==> config.mk <==
export PLATFORM = sky130hd
export DESIGN_NAME = pqr_cell
export DESIGN_NICKNAME = d
export VERILOG_FILES = /design/src/design/pqr_pkg.sv /design/src/design/pqr_cell.sv
export SDC_FILE = /design/constraint.sdc
export NUM_CORES = 1
export LEC_CHECK = 0
export BUFFER_PORTS_ARGS = -buffer_cell sky130_fd_sc_hd__buf_2
export CAP_MARGIN = 30
export CORE_MARGIN = 2
export CORE_UTILIZATION = 43
export CTS_BUF_LIST = sky130_fd_sc_hd__clkbuf_16
export DETAILED_ROUTE_END_ITERATION = 16
export PLACE_DENSITY = 0.85
export SLEW_MARGIN = 10
export SYNTH_ARGS = -nofsm -noshare
export SYNTH_HDL_FRONTEND = slang
export SYNTH_SLANG_ARGS = --single-unit
==> constraint.sdc <==
create_clock -name i_clk -period 3.45 [get_ports i_clk]
set_clock_uncertainty 0.2 [all_clocks]
set_input_delay 0.69 -clock i_clk [delete_from_list [all_inputs] [get_ports i_clk]]
set_output_delay 0.69 -clock i_clk [all_outputs]
set_load 0.03 [all_outputs]
==> src/design/pqr_pkg.sv <==
// package for the process queue with remove
// holds operation and status codes and the cell control structs, no dependencies
`default_nettype none

package pqr_pkg;

    localparam int OP_W     = 2;
    localparam int PID_W    = 16;
    localparam int STATUS_W = 2;
    localparam int COUNT_W  = 5;

    typedef enum logic [OP_W-1:0] {
        OP_APPEND = 2'd0,
        OP_POP    = 2'd1,
        OP_FIND   = 2'd2,
        OP_REMOVE = 2'd3
    } t_op;

    typedef enum logic [STATUS_W-1:0] {
        ST_OK   = 2'd0,
        ST_MISS = 2'd1,
        ST_FULL = 2'd2
    } t_status;

    // command broadcast to every cell
    typedef struct packed {
        logic append_en;
        logic pop_en;
        logic remove_en;
    } t_cell_cmd;

    // passed from a cell towards the tail
    typedef struct packed {
        logic hit;
        logic valid;
    } t_cell_link;

endpackage

`default_nettype wire

==> src/design/pqr_cell.sv <==
// one queue slot: holds an id and a valid bit, matches the key, shifts towards the head
// depends on pqr_pkg
`default_nettype none

module pqr_cell
    import pqr_pkg::*;
#(
    parameter int ID_WIDTH = 16
) (
    input  wire                 i_clk,
    input  wire                 i_rst_n,
    input  t_cell_cmd           i_cmd,
    input  wire  [ID_WIDTH-1:0] i_key,
    input  t_cell_link          i_prev,
    output t_cell_link          o_link,
    input  wire  [ID_WIDTH-1:0] i_next_id,
    input  wire                 i_next_valid,
    output logic [ID_WIDTH-1:0] o_id,
    output logic                o_valid
);

    logic [ID_WIDTH-1:0] r_id;
    logic                r_valid;
    logic                match;
    logic                shift;
    logic                load;

    assign match        = r_valid && (r_id == i_key);
    assign o_link.hit   = i_prev.hit | match;
    assign o_link.valid = r_valid;
    assign shift        = i_cmd.pop_en || (i_cmd.remove_en && o_link.hit);
    assign load         = i_cmd.append_en && !r_valid && i_prev.valid;

    always_ff @(posedge i_clk) begin
        if (!i_rst_n) begin
            r_valid <= 1'b0;
        end else if (shift) begin
            r_valid <= i_next_valid;
        end else if (load) begin
            r_valid <= 1'b1;
        end
    end

    always_ff @(posedge i_clk) begin
        if (shift) begin
            r_id <= i_next_id;
        end else if (load) begin
            r_id <= i_key;
        end
    end

    assign o_id    = r_id;
    assign o_valid = r_valid;

endmodule

`default_nettype wire

== Word-level counts from Yosys, hierarchy flattened ==
Index checks and enable logic that the tools add are counted.

* Add/subtract/negate cells: 0
* Multiply operators: 0
* Divide/modulo/power cells: 0
* $lt $le $gt $ge: 0
* Equal/unequal tests: 1
* Shift-type cells: 0
* Mux-type cells: 4
* Bitwise logic cells: 1
* Reductions and logical operators: 7

{| class="wikitable"
|+ Operators with widths
! cell !! count
|-
| 2-to-1 mux 16 bit || 2
|-
| equality test 16 bit || 1
|-
| logical AND 1 bit || 4
|-
| 2-to-1 mux 1 bit || 2
|-
| nonzero test 2 bit || 1
|-
| logical NOT 1 bit || 1
|-
| logical OR 1 bit || 1
|-
| OR 1 bit || 1
|}

* Register bits: 17
* Bits in latches: 0
* RAM bits: 0
* Memory bits (read-only): 0
* Output and inout port bits: 19
* Word-level logic and storage cells: 15
* Memories kept: 0

== Logic depth before layout (Yosys ltp) ==
Gate-level depths: netlist of the first run.

* Depth after elaboration: 6
* Gate-level depth with buffers: 6
* Gate-level depth less buffers: 5

== Worst setup path before layout of the first run ==
OpenSTA, ideal clock, no wires.

* Path kind: input to register
* Start: input port i_key[15]
* End: register r_id[0], in the netlist o_id[0] (enable)
* Data arrival time: 2.242 ns
* Required time: 2.858 ns
* Path slack: 0.616 ns
* Cell stages on the path: 6
* Buffers on the path: 1
* Cells stage by stage: xor2_1 nor4_4 nand4_2 o21ai_4 buf_12 o21bai_1

* Word-level cells in the longest chain between the ends: 6

{| class="wikitable"
|+ Ends and longest elaborated chain
! element !! line !! RTL
|-
| start, declared || pqr_cell.sv:13 || <nowiki>input wire [ID_WIDTH-1:0] i_key,</nowiki>
|-
| equality test 16 bit || pqr_cell.sv:28 || <nowiki>assign match = r_valid && (r_id == i_key);</nowiki>
|-
| logical AND 1 bit || pqr_cell.sv:28 ||
|-
| OR 1 bit || pqr_cell.sv:29 || <nowiki>assign o_link.hit = i_prev.hit | match;</nowiki>
|-
| logical AND 1 bit || pqr_cell.sv:31 || <nowiki>assign shift = i_cmd.pop_en || (i_cmd.remove_en && o_link.hit);</nowiki>
|-
| logical OR 1 bit || pqr_cell.sv:31 ||
|-
| nonzero test 2 bit (no source line) || n/a ||
|-
| end signal, assigned || pqr_cell.sv:46 || <nowiki>r_id <= i_next_id;</nowiki>
|-
| end signal, assigned || pqr_cell.sv:48 || <nowiki>r_id <= i_key;</nowiki>
|-
| end, declared || pqr_cell.sv:22 || <nowiki>logic [ID_WIDTH-1:0] r_id;</nowiki>
|}

No other way between the ends.
A chain may end at the register's enable or synchronous reset.

==> results of run 1 <==
cell families after synthesis:
family | synth area share
AO/OA/AOI/OAI | 0.06396
XOR/XNOR | 0.1119
buffers and inverters | 0.03813
flip-flops | 0.4920
multiplexers | 0.2165
AND/OR/NAND/NOR | 0.07749
cells in the mapped netlist:
master / number
o2111a_1: 1
a21oi_1: 1
o21ai_4: 1
buf_4: 1
nor4_4: 1
nand2b_1: 2
xnor2_1: 2
edfxtp_1: 16
nand3_1: 2
o21a_1: 1
a222oi_1: 1
xor2_1: 11
nand4_2: 1
mux2_4: 8
nand2_1: 3
o21bai_1: 2
mux2_2: 8
buf_12: 1
inv_1: 3
nor4_1: 1
dfxtp_1: 1
nor3_1: 1
mux2i_1: 1
cell type report:
type / count / area, um2
tap: 28 / 35.03
clock inverter: 1 / 3.754
clock buffer: 3 / 75.07
sequential: 17 / 500.5
fill: 189 / 817.0
multi-input combinational: 48 / 478.0
inverter: 3 / 11.26
timing repair buffer: 61 / 312.8
sequential cells by signal, summed over array words and instances (netlist names):
signal   flops
o_id        16
o_valid      1
how the worst max path moves through the flow:
stage | start | to | slack [ps] | depth (start not counted)
after floorplan | i_key[15] | o_id[0] | 620 | 6
after global placement | i_key[1] | o_id[2] | 600 | 7
after detailed placement | i_key[1] | o_id[1] | 530 | 7
after CTS | i_key[1] | o_link[1] | 720 | 6
after global routing | i_key[1] | o_link[1] | 630 | 6
final | i_key[1] | o_link[1] | 740 | 6
worst reg2reg max path, stage by stage (launching register included):
cell and delay [ps]:
edfxtp_1 420, xor2_1 160, nor4_1 300, nand3_1 200
o21ai_4 340, buf_4 280, mux2_2 360
per-layer routing:
layer / wire length (um) / vias to the layer above / GRT usage / share of wire
li1: - / 386 / - / -
met1: 920 / 383 / 0.2232 / 0.41
met2: 1117 / 36 / 0.3354 / 0.49
met3: 208 / 2 / 0.06000 / 0.092
met4: 23 / 0 / 0.06410 / 0.010
met5: 0 / - / 0 / 0
power by group through the flow:
stage,sequential [mW],combinational [mW],clock [mW]
after detailed placement,0.269,0.163,0
after CTS,0.266,0.164,0.232
after global routing,0.268,0.174,0.241
final,0.266,0.162,0.229
after global placement,0.269,0.160,0
after floorplan,0.308,0.0690,0
metrics by stage:
step,worst slack (ps),cell area (um2),utilization
floorplan,616.1,1017,-
global placement,603.4,1338,0.5989
detailed placement,526.3,1338,0.5989
CTS,724.5,1416,0.6342
global route,625.8,1416,0.6342
finish,743.8,1416,0.6342
==> metrics.txt, run 1 <==
status complete, no violations; Root Driver clkbuf_16; Row Count 17; Cell Chain, Critical Path buf_2, xor2_1, nor4_1, nand3_1, o21bai_1, buf_2; hold endpoint o_valid; Most common cell on crit path buf_2; Min-Delay Path Depth 3; Gates resized, CTS repair 0; Reg2Reg Setup Slack 930 ps; layout cell share with drive strength beyond 1 0.6241; Initial Utilization 0.4555; CTS max path bufs 2; # nets final 174; WL/cell 14.10 um; largest net degree at the start of global routing 12; PD cells 464.0 nW/um2; setup TNS 0 ps; post-synth top area cell edfxtp_1; slowest CP cell nor4_1; DP Cell Count 157; TritonCTS Sinks 17; maximum VDD drop 0.2872 mV; final non-filler cell total 161; Pre-antenna DRT Iters 4; die area 2770 um2; CP bufs+invs 2; Max Clk Rate 0.3695 GHz; CP endpoint kind output pin; cell family with most CP delay simple AND/OR/NAND/NOR gates; Final period util 0.7844; CORE AREA 2233 um2; startpoint types input port; Sw Share 0.2769; Antenna diodes 0; TritonCTS Buffers 3; count of final hold-check violations 0; WL final 2.270 mm; R2R Path Start o_id[1]; Clk pwr share 0.348; fin crit period 2706 ps; Skew-Pair Late Insertion Delay 250 ps; RR Endpoint o_id[6]; Area contributors post-synth edfxtp_1, mux2_4, xor2_1; cell count after synthesis 70; Die Wd 52.64 um; hold_ws 476.3 ps; H-tree levels 1; initial antenna violation count 0; Cell Area, Synth 1017 um2; CTS clk-pin slew, worst paths 50 ps; total design power 0.6573 mW; Area growth syn-to-layout 39.24%; most frequent cells in the layout buf_2, edfxtp_1, xor2_1; Worst Setup Path Type input port to output pin; Reg2Reg Depth 6; PortBufs 58; measured slew at the worst slew-check pin 314.6 ps; post-DP HPWL 1.866 mm; DR DRC count 0; NetSw 0.1820 mW; Synth top area share 0.4723; most common cell after layout, fill and taps aside buf_2; Comb pwr share 0.247; Seq pwr share 0.405; fin. max-slew vios 0; Setup Buffers After CTS 0; CP peak stage delay 290 ps; Syn. warnings 0; critical path arrival 1820 ps; RSZ-0062 raised after global routing false; Mapped Nets 110; Detailed Route Iter0 Violations 8; #FFs+latches synth 17; Remaining Overflow, GRT 0; library cells used by synthesis 23; mean post-synth cell area 14.53 um2; die height 52.64 um; MaxCap Viol Count 0; number of global-route vias before repair 860; LEAKAGE 0.6773 nW; Placer Congestion 0.7600; first-pass GRT wire length 3.829 mm; Hold Crit Start o_valid; Post-DRT Antenna Nets 0; hold_buf cts 0; hold crit path type flip-flop to flip-flop; largest fanout on the critical path 2; total track usage 0.1931; sequential fraction of the synthesis area 0.4920; number of I/O pins 59; Relative slew margins 0.7895; CTS tree built; CP required 2560 ps; total number of vias 807; via/cell ratio 5.012; Int Pwr 0.4752 mW; Final setup violation count 0
Power figures use the tool's default switching activity.
==> run 2: changes to the inputs <==
- CORE_UTILIZATION: 43 -> 39
- PLACE_DENSITY: 0.85 -> 0.81
- clock period: 3.45 -> 2.33 ns (I/O delays scaled with it)
==> metrics.txt, run 2 (synthesis gave the netlist of run 1 again) <==
layout cell share with drive strength beyond 1 0.6618; status complete, no violations; CTS max path bufs 2; Post-DRT Antenna Nets 0; hold endpoint o_valid; # nets final 177; Row Count 18; largest net degree at the start of global routing 17; Min-Delay Path Depth 3; Worst Setup Path Type flip-flop to output pin; hold crit path type input port to flip-flop; DP Cell Count 161; total number of vias 829; CP endpoint kind output pin; post-DP HPWL 1.924 mm; most frequent cells in the layout buf_2, mux2_4, edfxtp_1; Remaining Overflow, GRT 0; number of global-route vias before repair 835; MaxCap Viol Count 0; CORE AREA 2477 um2; CTS tree built; total track usage 0.1631; DR DRC count 0; Cell Chain, Critical Path xor2_1, nor4_2, nand3_1, o21bai_1, buf_4; Antenna diodes 0; RSZ-0062 raised after global routing true; WL/cell 14.73 um; count of final hold-check violations 0; RR Endpoint o_id[3]; Area growth syn-to-layout 49.20%; CTS clk-pin slew, worst paths 50 ps; maximum VDD drop 0.5365 mV; CP required 1660 ps; CP peak stage delay 390 ps; Reg2Reg Depth 6; LEAKAGE 0.7388 nW; slowest CP cell edfxtp_1; measured slew at the worst slew-check pin 504.8 ps; Placer Congestion 0.7544; die height 55.07 um; Pre-antenna DRT Iters 4; setup ws final 9.753 ps; Worst setup startpoint o_id[1]; hold_ws 286.0 ps; max reg flops 16; most common cell after layout, fill and taps aside buf_2; Detailed Route Iter0 Violations 11; Placement Setup Slack -109.4 ps; first-pass GRT wire length 3.532 mm; Max Clk Rate 0.4310 GHz; Final Util 0.6126; PortBufs 58; largest fanout on the critical path 2; hold_buf cts 0; fin crit period 2320 ps; final non-filler cell total 166; die area 3033 um2; WL final 2.445 mm; initial antenna violation count 0; Skew-Pair Late Insertion Delay 250 ps; Hold Crit Start i_next_valid; Final period util 0.9958; Placed Area 1366 um2; TritonCTS Buffers 3; Initial Utilization 0.4106; via/cell ratio 4.994; TritonCTS Sinks 17; PD cells 657.6 nW/um2; design area 1518 um2; critical path arrival 1650 ps; startpoint types flip-flop; Final setup violation count 0; Relative slew margins 0.6626; Die Wd 55.07 um; number of I/O pins 59; Reg2Reg Setup Slack 60 ps; H-tree levels 1; R2R Path Start o_id[1]; fin. max-slew vios 0; Root Driver clkbuf_16
[run 2: changes by cell type in the layout (fill, tap and decap cells not counted)]
cell      change
xor2_1        -2
o21bai_4      +1
buf_2         -1
buf_4         +1
mux2_2        -8
nor4_1        -1
o21bai_1      -1
buf_6         +3
xor2_2        +2
nor4_2        +1
mux2_4        +8
[run 2: repair_timing]
action / in CTS / in global routing
endpoints found under the hold margin: 0 / 0
setup buffers: 0 / 1
gates resized for setup: 1 / 14
gates cloned: 0 / 0
pin swaps: 2 / 2
endpoints found under the setup margin: 1 / 15
[run 2: report_power, final]
part | switching [mW] | leakage (nW) | internal (mW)
clock network | 0.110 | 0.0423 | 0.228
logic | 0.145 | 0.527 | 0.120
registers | 0.0227 | 0.170 | 0.373
total | 0.278 | 0.739 | 0.720
[run 2: area by class of cell]
class | count | area [um2]
Clock buffer | 3 | 75.07
Clock inverter | 1 | 3.754
Fill cell | 206 | 959.7
Inverter | 3 | 11.26
Multi-Input combinational cell | 48 | 540.5
Sequential cell | 17 | 500.5
Tap cell | 30 | 37.54
Timing Repair Buffer | 64 | 349.1
[run 2: how the worst max path moves through the flow]
stage / to / slack, ps / cells after the start
floorplan: o_id[0] / -100 / 6
global placement: o_id[6] / -60 / 7
detailed placement: o_id[15] / -110 / 7
CTS: o_link[1] / 10 / 5
global route: o_link[1] / -80 / 5
finish: o_link[1] / 10 / 5
[run 2: routing by layer]
metal	global-route usage	vias to the layer above	share of wire
li1	-	396	-
met1	0.1864	395	0.39
met2	0.2996	36	0.53
met3	0.03763	2	0.071
met4	0.04878	0	0.0065
met5	0	-	0
[run 2: stage by stage]
step           setup TNS (ps)  power, mW
5_1_grt                -133.2      1.037
6_report                    0     0.9981
2_1_floorplan           -2214     0.5607
3_5_place_dp            -1262     0.6463
4_1_cts                     0     0.9808
3_3_place_gp           -511.4     0.6396
[run 2: worst max-delay path: cells and delay by family (launching register included)]
family | cells | cell delay, ps
DFF | 1 | 390
AOI/OAI and AO/OA | 1 | 180
buffers and inverters | 1 | 180
xor gates and xnor gates | 1 | 160
and+or+nand+nor | 2 | 490
